===== src/rtl/core/rdwr_ram.sv =====
// Generic single-clock RAM with one write port and one registered read port.
// No dependencies.
`timescale 1ns / 1ps
`default_nettype none

module rdwr_ram #(
  parameter int WIDTH = 8,
  parameter int DEPTH = 16
) (
  input  wire logic                     clk,
  input  wire logic                     we,
  input  wire logic [$clog2(DEPTH)-1:0] waddr,
  input  wire logic [WIDTH-1:0]         wdata,
  input  wire logic                     re,
  input  wire logic [$clog2(DEPTH)-1:0] raddr,
  output      logic [WIDTH-1:0]         rdata
);

  logic [WIDTH-1:0] mem [DEPTH];

  always_ff @(posedge clk) begin
    if (we) begin
      mem[waddr] <= wdata;
    end
    if (re) begin
      rdata <= mem[raddr];
    end
  end

endmodule

`default_nettype wire


===== config.mk =====
export PLATFORM = sky130hd
export DESIGN_NAME = rdwr_ram
export DESIGN_NICKNAME = d
export VERILOG_FILES = /design/src/rtl/core/rdwr_ram.sv
export SDC_FILE = /design/constraint.sdc
export NUM_CORES = 1
export LEC_CHECK = 0
export ABC_AREA = 1
export BUFFER_PORTS_ARGS = -buffer_cell sky130_fd_sc_hd__buf_2
export CAP_MARGIN = 5
export CELL_PAD_IN_SITES_DETAIL_PLACEMENT = 2
export CELL_PAD_IN_SITES_GLOBAL_PLACEMENT = 2
export CORE_ASPECT_RATIO = 1.5
export CORE_UTILIZATION = 40
export DETAILED_ROUTE_END_ITERATION = 8
export PLACE_DENSITY = 0.85
export SLEW_MARGIN = 15
export SYNTH_ARGS = -nofsm -noshare
export SYNTH_HDL_FRONTEND = slang
export SYNTH_SLANG_ARGS = --single-unit

===== constraint.sdc =====
create_clock -name clk -period 1.3 [get_ports clk]
set_input_delay 0.195 -clock clk [delete_from_list [all_inputs] [get_ports clk]]
set_output_delay 0.195 -clock clk [all_outputs]
set_load 0.01 [all_outputs]

==> results.sh <==
export IMPL_status="finished clean"
export IMPL_synth_compound_area_frac=0
export IMPL_syn2layout_area_growth_pct=20.3
export IMPL_hold_path_class="input pin to register"
export IMPL_final_common_cell="nand2_1"
export IMPL_die_h_microns=150
export IMPL_cts_sinks=136
export IMPL_p_clk_frac=0.459
export IMPL_drv_slew=0
export IMPL_p_per_area_nw_per_um2=1510
export IMPL_p_switching_uw=2610
export IMPL_post_route_min_period_ns=1.27
export IMPL_yosys_area_share_adder=0
export IMPL_cap_violations=0
export IMPL_avgSynthCellArea_sq_um=10.6
export IMPL_die_w_microns=101
export IMPL_wl_per_cell_microns=24.9
export IMPL_worst_slew_pin_slew_ns=0.472
export IMPL_startpoint="mem[8][4]"
export IMPL_total_power_uw=10600
export IMPL_p_int_uw=8020
export IMPL_ys_types=11
export IMPL_post_place_ws_ns=-0.245
export IMPL_synth_simple_gate_area_share=0.208
export IMPL_cts_setup_buffers=0
export IMPL_clkTransAtPathRegs_ns=0.06
export IMPL_vias=4381
export IMPL_grt_max_degree=33
export IMPL_ant_nets=0
export IMPL_drt_first_pass_iters=4
export IMPL_synthXorXnorAreaFrac=0
export IMPL_port_buffers=26
export IMPL_ios=27
export IMPL_arrival_ns=1.43
export IMPL_synth_top_family_by_area="simple AND/OR/NAND/NOR gates"
export IMPL_finClkSkew_ns=0.0133
export IMPL_syn_area_sq_um=5850
export IMPL_cts_root_buf="clkbuf_16"
export IMPL_start_kind="register"
export IMPL_r2r_start="mem[8][4]"
export IMPL_setup_ws_ns=0.0283
export IMPL_placementRows=53
export IMPL_initial_utilization=0.414
export IMPL_overflow=0
export IMPL_synth_fp_nets=570
export IMPL_antenna_found_initial=0
export IMPL_p_leak_uw=0.00303
export IMPL_dp_hpwl_microns=12500
export IMPL_finalHoldViolCount=0
export IMPL_wirelength_microns=20300
export IMPL_synth_area_mux_share=0
export IMPL_gp_congestion=0.833
export IMPL_post_route_period_util=0.978
export IMPL_grt_pass1_vias=4869
export IMPL_ys_warn_count=0
export IMPL_drive_above_1_share=0.162
export IMPL_coreArea_sq_um=14100
export IMPL_mostFrequentLayoutCells="nand2_1, edfxtp_1, inv_1"
export IMPL_dp_cells=784
export IMPL_cp_max_fo=1
export IMPL_whs_ns=0.148
export IMPL_grt_total_usage=0.297
export IMPL_num_antenna_cells=0
export IMPL_die_area_sq_um=15100
export IMPL_slew_headroom=0.685
export IMPL_rsz0062_at_grt="false"
export IMPL_drc_errors=0
export IMPL_ys_ff_latch=136
export IMPL_grt_pass1_wl_microns=30800
export IMPL_synth_seq_area_share=0.698
export IMPL_worst_setup_path_type="register to register"
export IMPL_comb_power_share=0.072
export IMPL_syn_inst=551
export IMPL_filler_cell_count=1453
export IMPL_peakVddDrop_mv=1.01
export IMPL_nets=630
export IMPL_setup_viol=0
export IMPL_cts_tree="yes"
export IMPL_worstHoldStart="re"
export IMPL_endpoint_kind="register"
export IMPL_cts_buffer_depth=2
export IMPL_netlist_area_leader_share=0.698
export IMPL_netSwitchingFraction=0.246
export IMPL_final_core_util=0.498
export IMPL_vias_per_cell=5.37
export IMPL_cp_required_ns=1.46
export IMPL_clk_latency_ns=0.43
export IMPL_cts_buffers=17
export IMPL_synth_top_area_cell="edfxtp_1"
export IMPL_power_frac_seq=0.468
export IMPL_synth_area_leaders="edfxtp_1, nand2_1, nand3_1"
export IMPL_fmax_mhz=786
export IMPL_stdcell_count=816
export IMPL_htreeDepth=4
export IMPL_drt_iter0_markers=279
[final timing paths]
| kind | slack, ns | end | depth (start not counted) |
|---|---|---|---|
| setup / recovery | 0.03 | rdata[4] | 6 |
| hold / removal | 0.15 | rdata[2] | 1 |
| setup reg to reg | 0.03 | rdata[4] | 6 |
| hold reg to reg | 0.79 | rdata[6] | 6 |
[synth_stat cells]
cell type  number
nand2_1       173
edfxtp_1      136
inv_1         100
nand3_1        97
nor2_1         17
buf_2          13
buf_6           6
buf_4           4
inv_2           2
nand3b_1        2
buf_1           1
[per-stage QoR]
stage | setup TNS, ns | cell area (sq um)
final | 0 | 7030
after global routing | 0 | 7030
after CTS | 0 | 7010
after detailed placement | -1.38 | 6430
after global placement | -0.879 | 6430
after floorplan | 0 | 5850
[power groups by stage]
stage                     registers (uW)  logic (uW)  clock network [uW]
after detailed placement            5070         732                   0
after global routing                4980         826                5080
after floorplan                     5060         346                   0
after global placement              5060         677                   0
after CTS                           4980         765                4940
final                               4980         770                4880
[critical path: stages (launching register included)]
cell	delay (ns)
edfxtp_1	0.38
inv_1	0.09
nand2_1	0.07
nand3_1	0.08
nand3_1	0.17
nand3_1	0.14
nand2_1	0.09
[routing by layer]
metal | vias up | wire, microns | global-route usage
li1 | 1904 | - | -
met1 | 2252 | 7700 | 0.338
met2 | 157 | 10700 | 0.516
met3 | 68 | 839 | 0.0476
met4 | 0 | 1100 | 0.182
met5 | - | 0 | 0
[area by class of cell]
| cell class | count | area [sq um] | area share |
|---|---|---|---|
| repair buffers | 65 | 510 | 0.0726 |
| clock buffers | 19 | 433 | 0.0615 |
| inverters | 102 | 383 | 0.0544 |
| clock inverters | 13 | 145 | 0.0206 |
| multi-input cells | 289 | 1240 | 0.176 |
| flip-flops and latches | 136 | 4080 | 0.581 |
| well taps | 192 | 240 | 0.0342 |
[sequential cells by signal, summed over array words and instances (netlist names)]
register and cells:
rdata 8, mem 128
[cells by family after synthesis]
group,after synthesis
flip-flops,136
buffers and inverters,126
AND/OR/NAND/NOR,289
[what timing repair did]
action | 4_1_cts | 5_1_grt
resized for setup | 0 | 5
setup endpoints to repair | 0 | 5
hold buffers | 0 | 0
Note: power is estimated with default switching activity, not from simulation.
