File: config.mk
export PLATFORM = sky130hd
export DESIGN_NAME = rdwr_divmod
export DESIGN_NICKNAME = d
export VERILOG_FILES = /design/src/rtl/core/rdwr_pkg.sv /design/src/rtl/core/rdwr_divmod.sv
export SDC_FILE = /design/constraint.sdc
export NUM_CORES = 1
export LEC_CHECK = 0
export BUFFER_PORTS_ARGS = -buffer_cell sky130_fd_sc_hd__buf_2
export CAP_MARGIN = 20
export CORE_ASPECT_RATIO = 1.4
export CORE_MARGIN = 4
export CORE_UTILIZATION = 48
export DETAILED_ROUTE_END_ITERATION = 8
export PLACE_DENSITY = 0.78
export SLEW_MARGIN = 25
export SYNTH_ARGS = -nofsm -noshare
export SYNTH_HDL_FRONTEND = slang
export SYNTH_SLANG_ARGS = --single-unit
File: constraint.sdc
create_clock -name clk -period 4.6 [get_ports clk]
set_input_delay 0.23 -clock clk [delete_from_list [all_inputs] [get_ports clk]]
set_output_delay 0.23 -clock clk [all_outputs]
set_load 0.01 [all_outputs]
File: src/rtl/core/rdwr_pkg.sv
// Package for the random draw without replacement block.
// Holds the sizes, request and result types, status codes and state encoding.
// No dependencies.
`timescale 1ns / 1ps
`default_nettype none

package rdwr_pkg;

  localparam int POOL_DEPTH   = 1024;
  localparam int RANDOM_WIDTH = 31;
  localparam int IDX_W        = $clog2(POOL_DEPTH);
  localparam int CNT_W        = $clog2(POOL_DEPTH + 1);
  localparam int SHIFT_W      = IDX_W + 1;
  localparam int STEP_W       = $clog2(RANDOM_WIDTH + 1);

  typedef enum logic [1:0] {
    STATUS_OK       = 2'd0,
    STATUS_EMPTY    = 2'd1,
    STATUS_OVERSIZE = 2'd2
  } status_t;

  typedef enum logic [2:0] {
    ST_IDLE,
    ST_FILL,
    ST_START,
    ST_DIVIDE,
    ST_READ_POS,
    ST_FINISH
  } state_t;

  typedef struct packed {
    logic                    kind;
    logic [CNT_W-1:0]        pool_size;
    logic [RANDOM_WIDTH-1:0] random_word;
  } req_t;

  typedef struct packed {
    logic [IDX_W-1:0] drawn_index;
    status_t          status;
    logic [CNT_W-1:0] remaining;
  } rsp_t;

  typedef struct packed {
    logic                    start;
    logic [RANDOM_WIDTH-1:0] dividend;
    logic [CNT_W-1:0]        divisor;
  } div_req_t;

  typedef struct packed {
    logic             done;
    logic [IDX_W-1:0] rem;
  } div_rsp_t;

endpackage

`default_nettype wire

File: src/rtl/core/rdwr_divmod.sv
// Bit-serial restoring remainder unit: random word modulo the live count.
// Depends on rdwr_pkg for widths and the request and result structs.
`timescale 1ns / 1ps
`default_nettype none

module rdwr_divmod (
  input  wire logic              clk,
  input  wire logic              rst,
  input  wire rdwr_pkg::div_req_t req,
  output      rdwr_pkg::div_rsp_t rsp
);

  logic                              busy;
  logic                              done;
  logic [rdwr_pkg::STEP_W-1:0]       steps;
  logic [rdwr_pkg::RANDOM_WIDTH-1:0] quo;
  logic [rdwr_pkg::IDX_W-1:0]        rem;
  logic [rdwr_pkg::CNT_W-1:0]        divisor;
  logic [rdwr_pkg::SHIFT_W-1:0]      shifted;
  logic [rdwr_pkg::SHIFT_W-1:0]      divisor_ext;
  logic [rdwr_pkg::SHIFT_W-1:0]      diff;

  always_comb begin
    shifted     = {rem, quo[rdwr_pkg::RANDOM_WIDTH-1]};
    divisor_ext = rdwr_pkg::SHIFT_W'(divisor);
    diff        = shifted - divisor_ext;
  end

  always_ff @(posedge clk) begin
    if (rst) begin
      busy <= 1'b0;
      done <= 1'b0;
    end else begin
      done <= busy && (steps == rdwr_pkg::STEP_W'(1));
      if (req.start) begin
        busy <= 1'b1;
      end else if (busy && (steps == rdwr_pkg::STEP_W'(1))) begin
        busy <= 1'b0;
      end
    end
  end

  always_ff @(posedge clk) begin
    if (req.start) begin
      steps   <= rdwr_pkg::STEP_W'(rdwr_pkg::RANDOM_WIDTH);
      quo     <= req.dividend;
      divisor <= req.divisor;
      rem     <= '0;
    end else if (busy) begin
      steps <= steps - rdwr_pkg::STEP_W'(1);
      quo   <= {quo[rdwr_pkg::RANDOM_WIDTH-2:0], 1'b0};
      if (shifted >= divisor_ext) begin
        rem <= diff[rdwr_pkg::IDX_W-1:0];
      end else begin
        rem <= shifted[rdwr_pkg::IDX_W-1:0];
      end
    end
  end

  assign rsp.done = done;
  assign rsp.rem  = rem;

endmodule

`default_nettype wire

==> reports/qor.csv, run 1 <==
stage;metric;value;unit
status;outcome;finished clean;
synth;postSynthAreaPerCell;12.8;um^2
placed_design;place_ws;2.42;ns
critical_path;r2r_end;rem[8]$_SDFFE_PP0P_;
routing;antenna_left;0;
synth;synth.top_cell.area_share;43.7;%
critical_path;setup.worst_path.end;rem[8]$_SDFFE_PP0P_;
floorplanning;die_area;0.00733;mm^2
floorplanning;die_w;73.5;um
timing;fmax;458;MHz
critical_path;cp.arrival;2.41;ns
placed_design;gp_congestion;0.914;
floorplanning;die_height;99.7;um
critical_path;worstSetupPathType;flop to flop;
pwr;peakVddDrop;0.277;mV
timing;slew_violations;0;
clocking;htreeDepth;3;
timing;rsz0062_at_grt;no;
global_route;antenna_found_initial;0;
floorplanning;core.rowCount;33;
clocking;clock_latency;0.34;ns
routing;wl_per_cell;14.3;um
clocking;clockRootBuffer;clkbuf_8;
routing;drt_iter0_drc;126;
critical_path;start_kind;flop;
global_route;grt-ovfl-total;0;
critical_path;ff2ff_setup_slack;2.42;ns
clocking;tritoncts;built;
placed_design;port_buffers;55;
global_route;grt_pass1_vias;1852;
synth;yosys.cell_types.count;42;
clocking;cts_hold_buffers;0;
routing;num_vias;1914;
synth;synth_top_area_cell;edfxtp_1;
placed_design;dp_hpwl;3690;um
cells_and_area;num_antenna_cells;0;
critical_path;end_kind;flop;
pwr;p_leak;1.40;nW
timing;finalSetupTns;0;ns
floorplanning;core_region_area;0.00586;mm^2
clocking;cts.sink_count;59;
clocking;clk_pin_slew;0.07;ns
pwr;power_density;359;mW/mm^2
timing;worstMarginPinSlew;0.646;ns
timing;setup_ws;2.42;ns
clocking;clockBufferDepth;2;
cells_and_area;nets;343;
global_route;grt_usage;15.0;%
timing;finalCritPeriodShare;47.5;%
critical_path;crit_start;quo[30]$_DFFE_PP_;
synth;syn_inst;225;
timing;period_needed;2.18;ns
cells_and_area;fin_area;0.00339;mm^2
timing;setup_viol;0;
synth;ys_seq_elements;59;
hold_path;hp-class;input port to flop;
hold_path;hold-path-cell-count;2;
synth;synth_edf_count;42;
critical_path;crit_required;4.83;ns
routing;drc_errors;0;
global_route;grt_max_degree;55;
run;drv_cap;0;
global_route;grt_pass1_wl;8270;um
timing;finalHoldViolCount;0;
synth;synthTopCellsByArea;edfxtp_1 (44%), dfxtp_1 (12%), mux2_2 (12%);
synth;synth_nets;284;
synth;synthArstFlopShare;0;%
synth;syn_area;0.00288;mm^2
synth;yosysWarnings;0;
timing;slew_headroom;56.9;%
critical_path;r2r-start;quo[30]$_DFFE_PP_;
cells_and_area;areaGrowthSynthToFinish;17.5;%
cells_and_area;fin_util;57.8;%
routing;firstDrtPassIters;5;
routing;wl;5140;um
critical_path;critical_path.max_fanout;3;
clocking;post_cts_buffers;0;
clocking;cts_buffers;9;
routing;post_drt_via_cell_ratio;5.33;
synth;ys.flop_type;edfxtp_1;
timing;skew;0.0102;ns
cells_and_area;drive_above_1_share;38.1;%
floorplanning;initial_core_util;49.2;%
clocking;cts_resized;0;
synth;ys_seq_area_share;55.5;%
placed_design;place_area;0.00322;mm^2
critical_path;r2r.worst_path.cells;10;
floorplanning;num_io_pins;56;
[through the flow]
step	instances	power (W)	hold WS (ns)
3_3_place_gp	343	0.000821	0.408
2_1_floorplan	225	0.000772	0.302
5_1_grt	359	0.00128	0.0475
4_1_cts	359	0.00123	0.0338
6_report	359	0.00122	0.0535
3_5_place_dp	343	0.000826	0.408
[flip-flops by register name (all words and copies together) (netlist names)]
register / count
quo: 31
done: 1
steps: 5
busy: 1
rem: 10
divisor: 11
[synthesized netlist by cell type, types with 2 or more instances]
cell,instances
edfxtp_1,42
nor2_1,9
o21ai_0,6
a211oi_1,6
dfxtp_1,17
o21ai_1,2
xor2_1,2
ha_1,13
o21bai_1,2
nor4bb_1,2
mux2i_1,7
a21o_1,3
inv_1,17
o211ai_1,2
nand3_1,2
nand2_1,10
a21oi_2,2
a21oi_1,10
nand2b_1,7
xnor2_1,8
mux2_2,30
clkbuf_1,6
[critical path, stage by stage (launching register included)]
cell,delay (ns)
edfxtp_1,0.36
inv_1,0.09
ha_1,0.17
inv_1,0.06
fa_1,0.43
a21o_1,0.18
a21oi_1,0.25
o211ai_1,0.15
xor2_1,0.16
mux2i_1,0.14
o21ai_0,0.08
[where the power goes]
| group | internal, W | switching [W] | leakage (nW) |
|---|---|---|---|
| registers | 0.000621 | 0.0000204 | 0.559 |
| clock network | 0.000192 | 0.000213 | 0.0787 |
| logic | 0.0000847 | 0.0000870 | 0.762 |
[worst min-delay path by stage]
stage	startpoint	to	slack (ns)
2_1_floorplan	rst	busy$_SDFFE_PP0P_	0.30
6_report	rst	busy$_SDFFE_PP0P_	0.05
3_5_place_dp	req[6]	divisor[6]$_DFFE_PP_	0.41
3_3_place_gp	req[7]	divisor[7]$_DFFE_PP_	0.41
5_1_grt	req[7]	divisor[7]$_DFFE_PP_	0.05
4_1_cts	rst	busy$_SDFFE_PP0P_	0.03
[layout make-up]
type                            count  area [um^2]
Sequential cell                    59         1600
Fill cell                         476         2470
Tap cell                           70         87.6
Timing Repair Buffer               56          283
Inverter                           17         63.8
Multi-Input combinational cell    141         1180
Clock inverter                      7         45.0
Clock buffer                        9          124
[metal layers]
metal / vias to the layer above / share of wire [%] / track usage, %
met4: 0 / 2.4 / 7.67
met3: 9 / 7.9 / 5.66
li1: 944 / - / -
met1: 893 / 42 / 18.5
met2: 68 / 47 / 22.7
met5: - / 0 / 0
[placed cells by master (no fill, tap or decap), types with 2 or more instances in the layout]
| cell | n |
|---|---|
| buf_2 | 55 |
| edfxtp_1 | 42 |
| mux2_2 | 30 |
| dfxtp_1 | 17 |
| inv_1 | 16 |
| ha_1 | 13 |
| a21oi_1 | 10 |
| nand2_1 | 10 |
| nor2_1 | 9 |
| clkbuf_8 | 9 |
| xnor2_1 | 8 |
| nand2b_1 | 7 |
| mux2i_1 | 7 |
| o21ai_0 | 6 |
| a211oi_1 | 6 |
| a21o_1 | 3 |
| clkinvlp_4 | 3 |
| o21bai_1 | 2 |
| nand3_1 | 2 |
| o211ai_1 | 2 |
| xor2_1 | 2 |
| a21oi_2 | 2 |
| o21ai_1 | 2 |
| nor4bb_1 | 2 |
| clkinv_2 | 2 |
[cell families after synthesis]
logic type,after synthesis,synth area share [%]
AOI/OAI and AO/OA,38,8.81
xor gates and xnor gates,10,3.04
adders and majority gates,14,6.33
buffers and inverters,25,3.38
DFF,59,55.5
muxes,38,14.5
and+or+nand+nor,41,8.37
No activity file was read; power rests on OpenSTA's default activity.
==> run 2: changes to the inputs <==
--- a/config.mk
+++ b/config.mk
@@ -11,7 +11,7 @@
 export CORE_MARGIN = 4
 export CORE_UTILIZATION = 48
 export DETAILED_ROUTE_END_ITERATION = 8
-export PLACE_DENSITY = 0.78
+export PLACE_DENSITY = 0.81
 export SLEW_MARGIN = 25
 export SYNTH_ARGS = -nofsm -noshare
 export SYNTH_HDL_FRONTEND = slang
==> constraint.sdc (replaced) <==
create_clock -name clk -period 2 [get_ports clk]
set_input_delay 0.1 -clock clk [delete_from_list [all_inputs] [get_ports clk]]
set_output_delay 0.1 -clock clk [all_outputs]
set_load 0.01 [all_outputs]
==> run 2 against run 1 <==
Net effect: the run now ends with setup timing left; first-iteration DRC count is 37% lower; cell area increased by 12%; critical endpoint is now rem[4]$_SDFFE_PP0P_; count of clock-buffer cells in the layout did not move; sequential power grew 130%; utilization grew 6.7 points; highest routed layer unchanged; sequential cell count is the same; die area unchanged; maximum frequency up 9.0%; routed wire length up 16%.
==> reports/qor.csv, run 2 (synthesis results as in run 1) <==
stage;metric;value;unit
status;outcome;complete, but fails checks;
status;violations;setup timing;
global_route;grt_pass1_vias;2139;
placed_design;gp_congestion;0.798;
timing;rsz0062_at_grt;yes;
pwr;p_total;0.00292;W
routing;wl_per_cell;15.5;um
critical_path;path_buf_inv;2;
routing;wl;5990;um
critical_path;r2r-start;divisor[6]$_DFFE_PP_;
routing;firstDrtPassIters;4;
run;drv_cap;0;
hold_path;hold-path-cell-count;2;
clocking;cts_buffers;9;
critical_path;critical_path.max_fanout;7;
global_route;grt_usage;17.6;%
global_route;grt_pass1_wl;9830;um
hold_path;hp-class;input port to flop;
floorplanning;num_io_pins;56;
critical_path;r2r.worst_path.cells;9;
critical_path;slowest_stage;nor4_4;
cells_and_area;biggestRegsByFlops;quo (31), divisor (11), rem (10);
cells_and_area;nets;371;
placed_design;place_ws;-0.0840;ns
hold_path;min_from;req[11];
critical_path;path_cells;inv_1 -> ha_4 -> nand4_4 -> nor4_4 -> nor2_4 -> o21ai_4 -> buf_6 -> mux2i_2 -> a211oi_2;
critical_path;worstSetupPathType;flop to flop;
timing;finalCritPeriodShare;100;%
routing;post_drt_via_cell_ratio;5.32;
routing;drt_iter0_drc;79;
cells_and_area;num_antenna_cells;0;
critical_path;crit_required;2.21;ns
cells_and_area;largest_reg_flops;31;
cells_and_area;fin_util;64.5;%
hold_path;min_to;quo[0]$_SDFFCE_PN0P_;
placed_design;place_area;0.00332;mm^2
placed_design;dp_hpwl;4090;um
clocking;clock_latency;0.33;ns
placed_design;port_buffers;55;
floorplanning;die_area;0.00733;mm^2
clocking;cts.sink_count;59;
routing;antenna_left;0;
cells_and_area;layout_common_cells;buf_2 (55), edfxtp_1 (42), mux2_2 (30);
critical_path;end_kind;flop;
critical_path;crit_family;simple AND/OR/NAND/NOR gates;
clocking;tritoncts;built;
global_route;antenna_found_initial;0;
clocking;clockRootBuffer;clkbuf_8;
cells_and_area;fill_cells;439;
floorplanning;die_w;73.5;um
pwr;power_density;772;mW/mm^2
cells_and_area;fin_area;0.00378;mm^2
critical_path;r2r_end;rem[4]$_SDFFE_PP0P_;
cells_and_area;drive_above_1_share;45.7;%
timing;hold_ws;0.0571;ns
timing;finalHoldViolCount;0;
floorplanning;die_height;99.7;um
pwr;p_leak;1.53;nW
routing;num_vias;2058;
timing;slew_violations;0;
routing;drc_errors;0;
cells_and_area;final_common_cell;buf_2;
critical_path;start_kind;flop;
timing;fmax;499;MHz
floorplanning;core.rowCount;33;
floorplanning;core_region_area;0.00586;mm^2
cells_and_area;regMostFlops;quo;
timing;worstMarginPinSlew;0.432;ns
pwr;peakVddDrop;0.525;mV
critical_path;ff2ff_setup_slack;-0.005;ns
timing;period_needed;2.01;ns
clocking;clk_pin_slew;0.08;ns
critical_path;cp.arrival;2.21;ns
global_route;grt-ovfl-total;0;
cells_and_area;areaGrowthSynthToFinish;31.2;%
timing;setup_viol;1;
global_route;grt_max_degree;32;
floorplanning;initial_core_util;49.2;%
critical_path;cpPeakStageDelay;0.36;ns
clocking;htreeDepth;3;
clocking;clockBufferDepth;2;
timing;skew;0.0117;ns
timing;setup_ws;-0.00501;ns
timing;slew_headroom;71.1;%
-- run 2: worst max-delay path by stage --
stage | to | slack [ns] | depth (start not counted) | startpoint
after floorplan | rem[0]$_SDFFE_PP0P_ | 0.006 | 7 | rem[5]$_SDFFE_PP0P_
final | rem[4]$_SDFFE_PP0P_ | -0.005 | 9 | divisor[6]$_DFFE_PP_
after global placement | rem[6]$_SDFFE_PP0P_ | -0.01 | 10 | quo[30]$_DFFE_PP_
after CTS | rem[0]$_SDFFE_PP0P_ | 0.001 | 8 | divisor[9]$_DFFE_PP_
after detailed placement | rem[6]$_SDFFE_PP0P_ | -0.08 | 10 | quo[30]$_DFFE_PP_
after global routing | rem[6]$_SDFFE_PP0P_ | -0.15 | 10 | quo[30]$_DFFE_PP_
-- run 2: cell type report --
class                   instances  area (um^2)  share of cell area [%]
flip-flops and latches         59         1600                    42.3
multi-input cells             141         1330                    35.2
repair buffers                 84          529                    14.0
clock buffers                   9          124                    3.27
well taps                      70         87.6                    2.31
inverters                      17         63.8                    1.69
clock inverters                 7         45.0                    1.19
-- run 2: what timing repair did --
action / 4_1_cts / 5_1_grt
buffers inserted: 0 / 3
pin swaps: 1 / 18
endpoints found under the setup margin: 7 / 10
hold buffers: 13 / 0
endpoints found under the hold margin: 14 / 0
resized for setup: 9 / 24
-- run 2: per-stage QoR --
step | TNS (ns) | cells
finish | -0.00501 | 387
global route | -0.749 | 387
CTS | 0 | 384
detailed placement | -0.158 | 355
global placement | -0.0103 | 355
floorplan | 0 | 225
-- run 2: worst reg2reg max path, cell delays in order (launching register included) --
cell and delay [ns]:
edfxtp_1 0.35, inv_1 0.08, ha_4 0.30, nand4_4 0.11, nor4_4 0.36, nor2_4 0.08
o21ai_4 0.09, buf_6 0.18, mux2i_2 0.24, a211oi_2 0.09
-- run 2: power breakdown --
group / total, W / internal [W] / switching (W) / leakage [nW]
sequential: 0.00147 / 0.00143 / 0.0000457 / 0.559
clock: 0.000917 / 0.000441 / 0.000476 / 0.0770
combinational: 0.000531 / 0.000281 / 0.000249 / 0.894
total: 0.00292 / 0.00215 / 0.000771 / 1.53
-- run 2: metal layers --
metal	GRT usage, %	routed length, um	up-vias
met5	0	0	-
met4	7.53	150	0
met3	5.26	307	13
met2	29.6	3150	51
met1	20.5	2370	995
li1	-	-	999
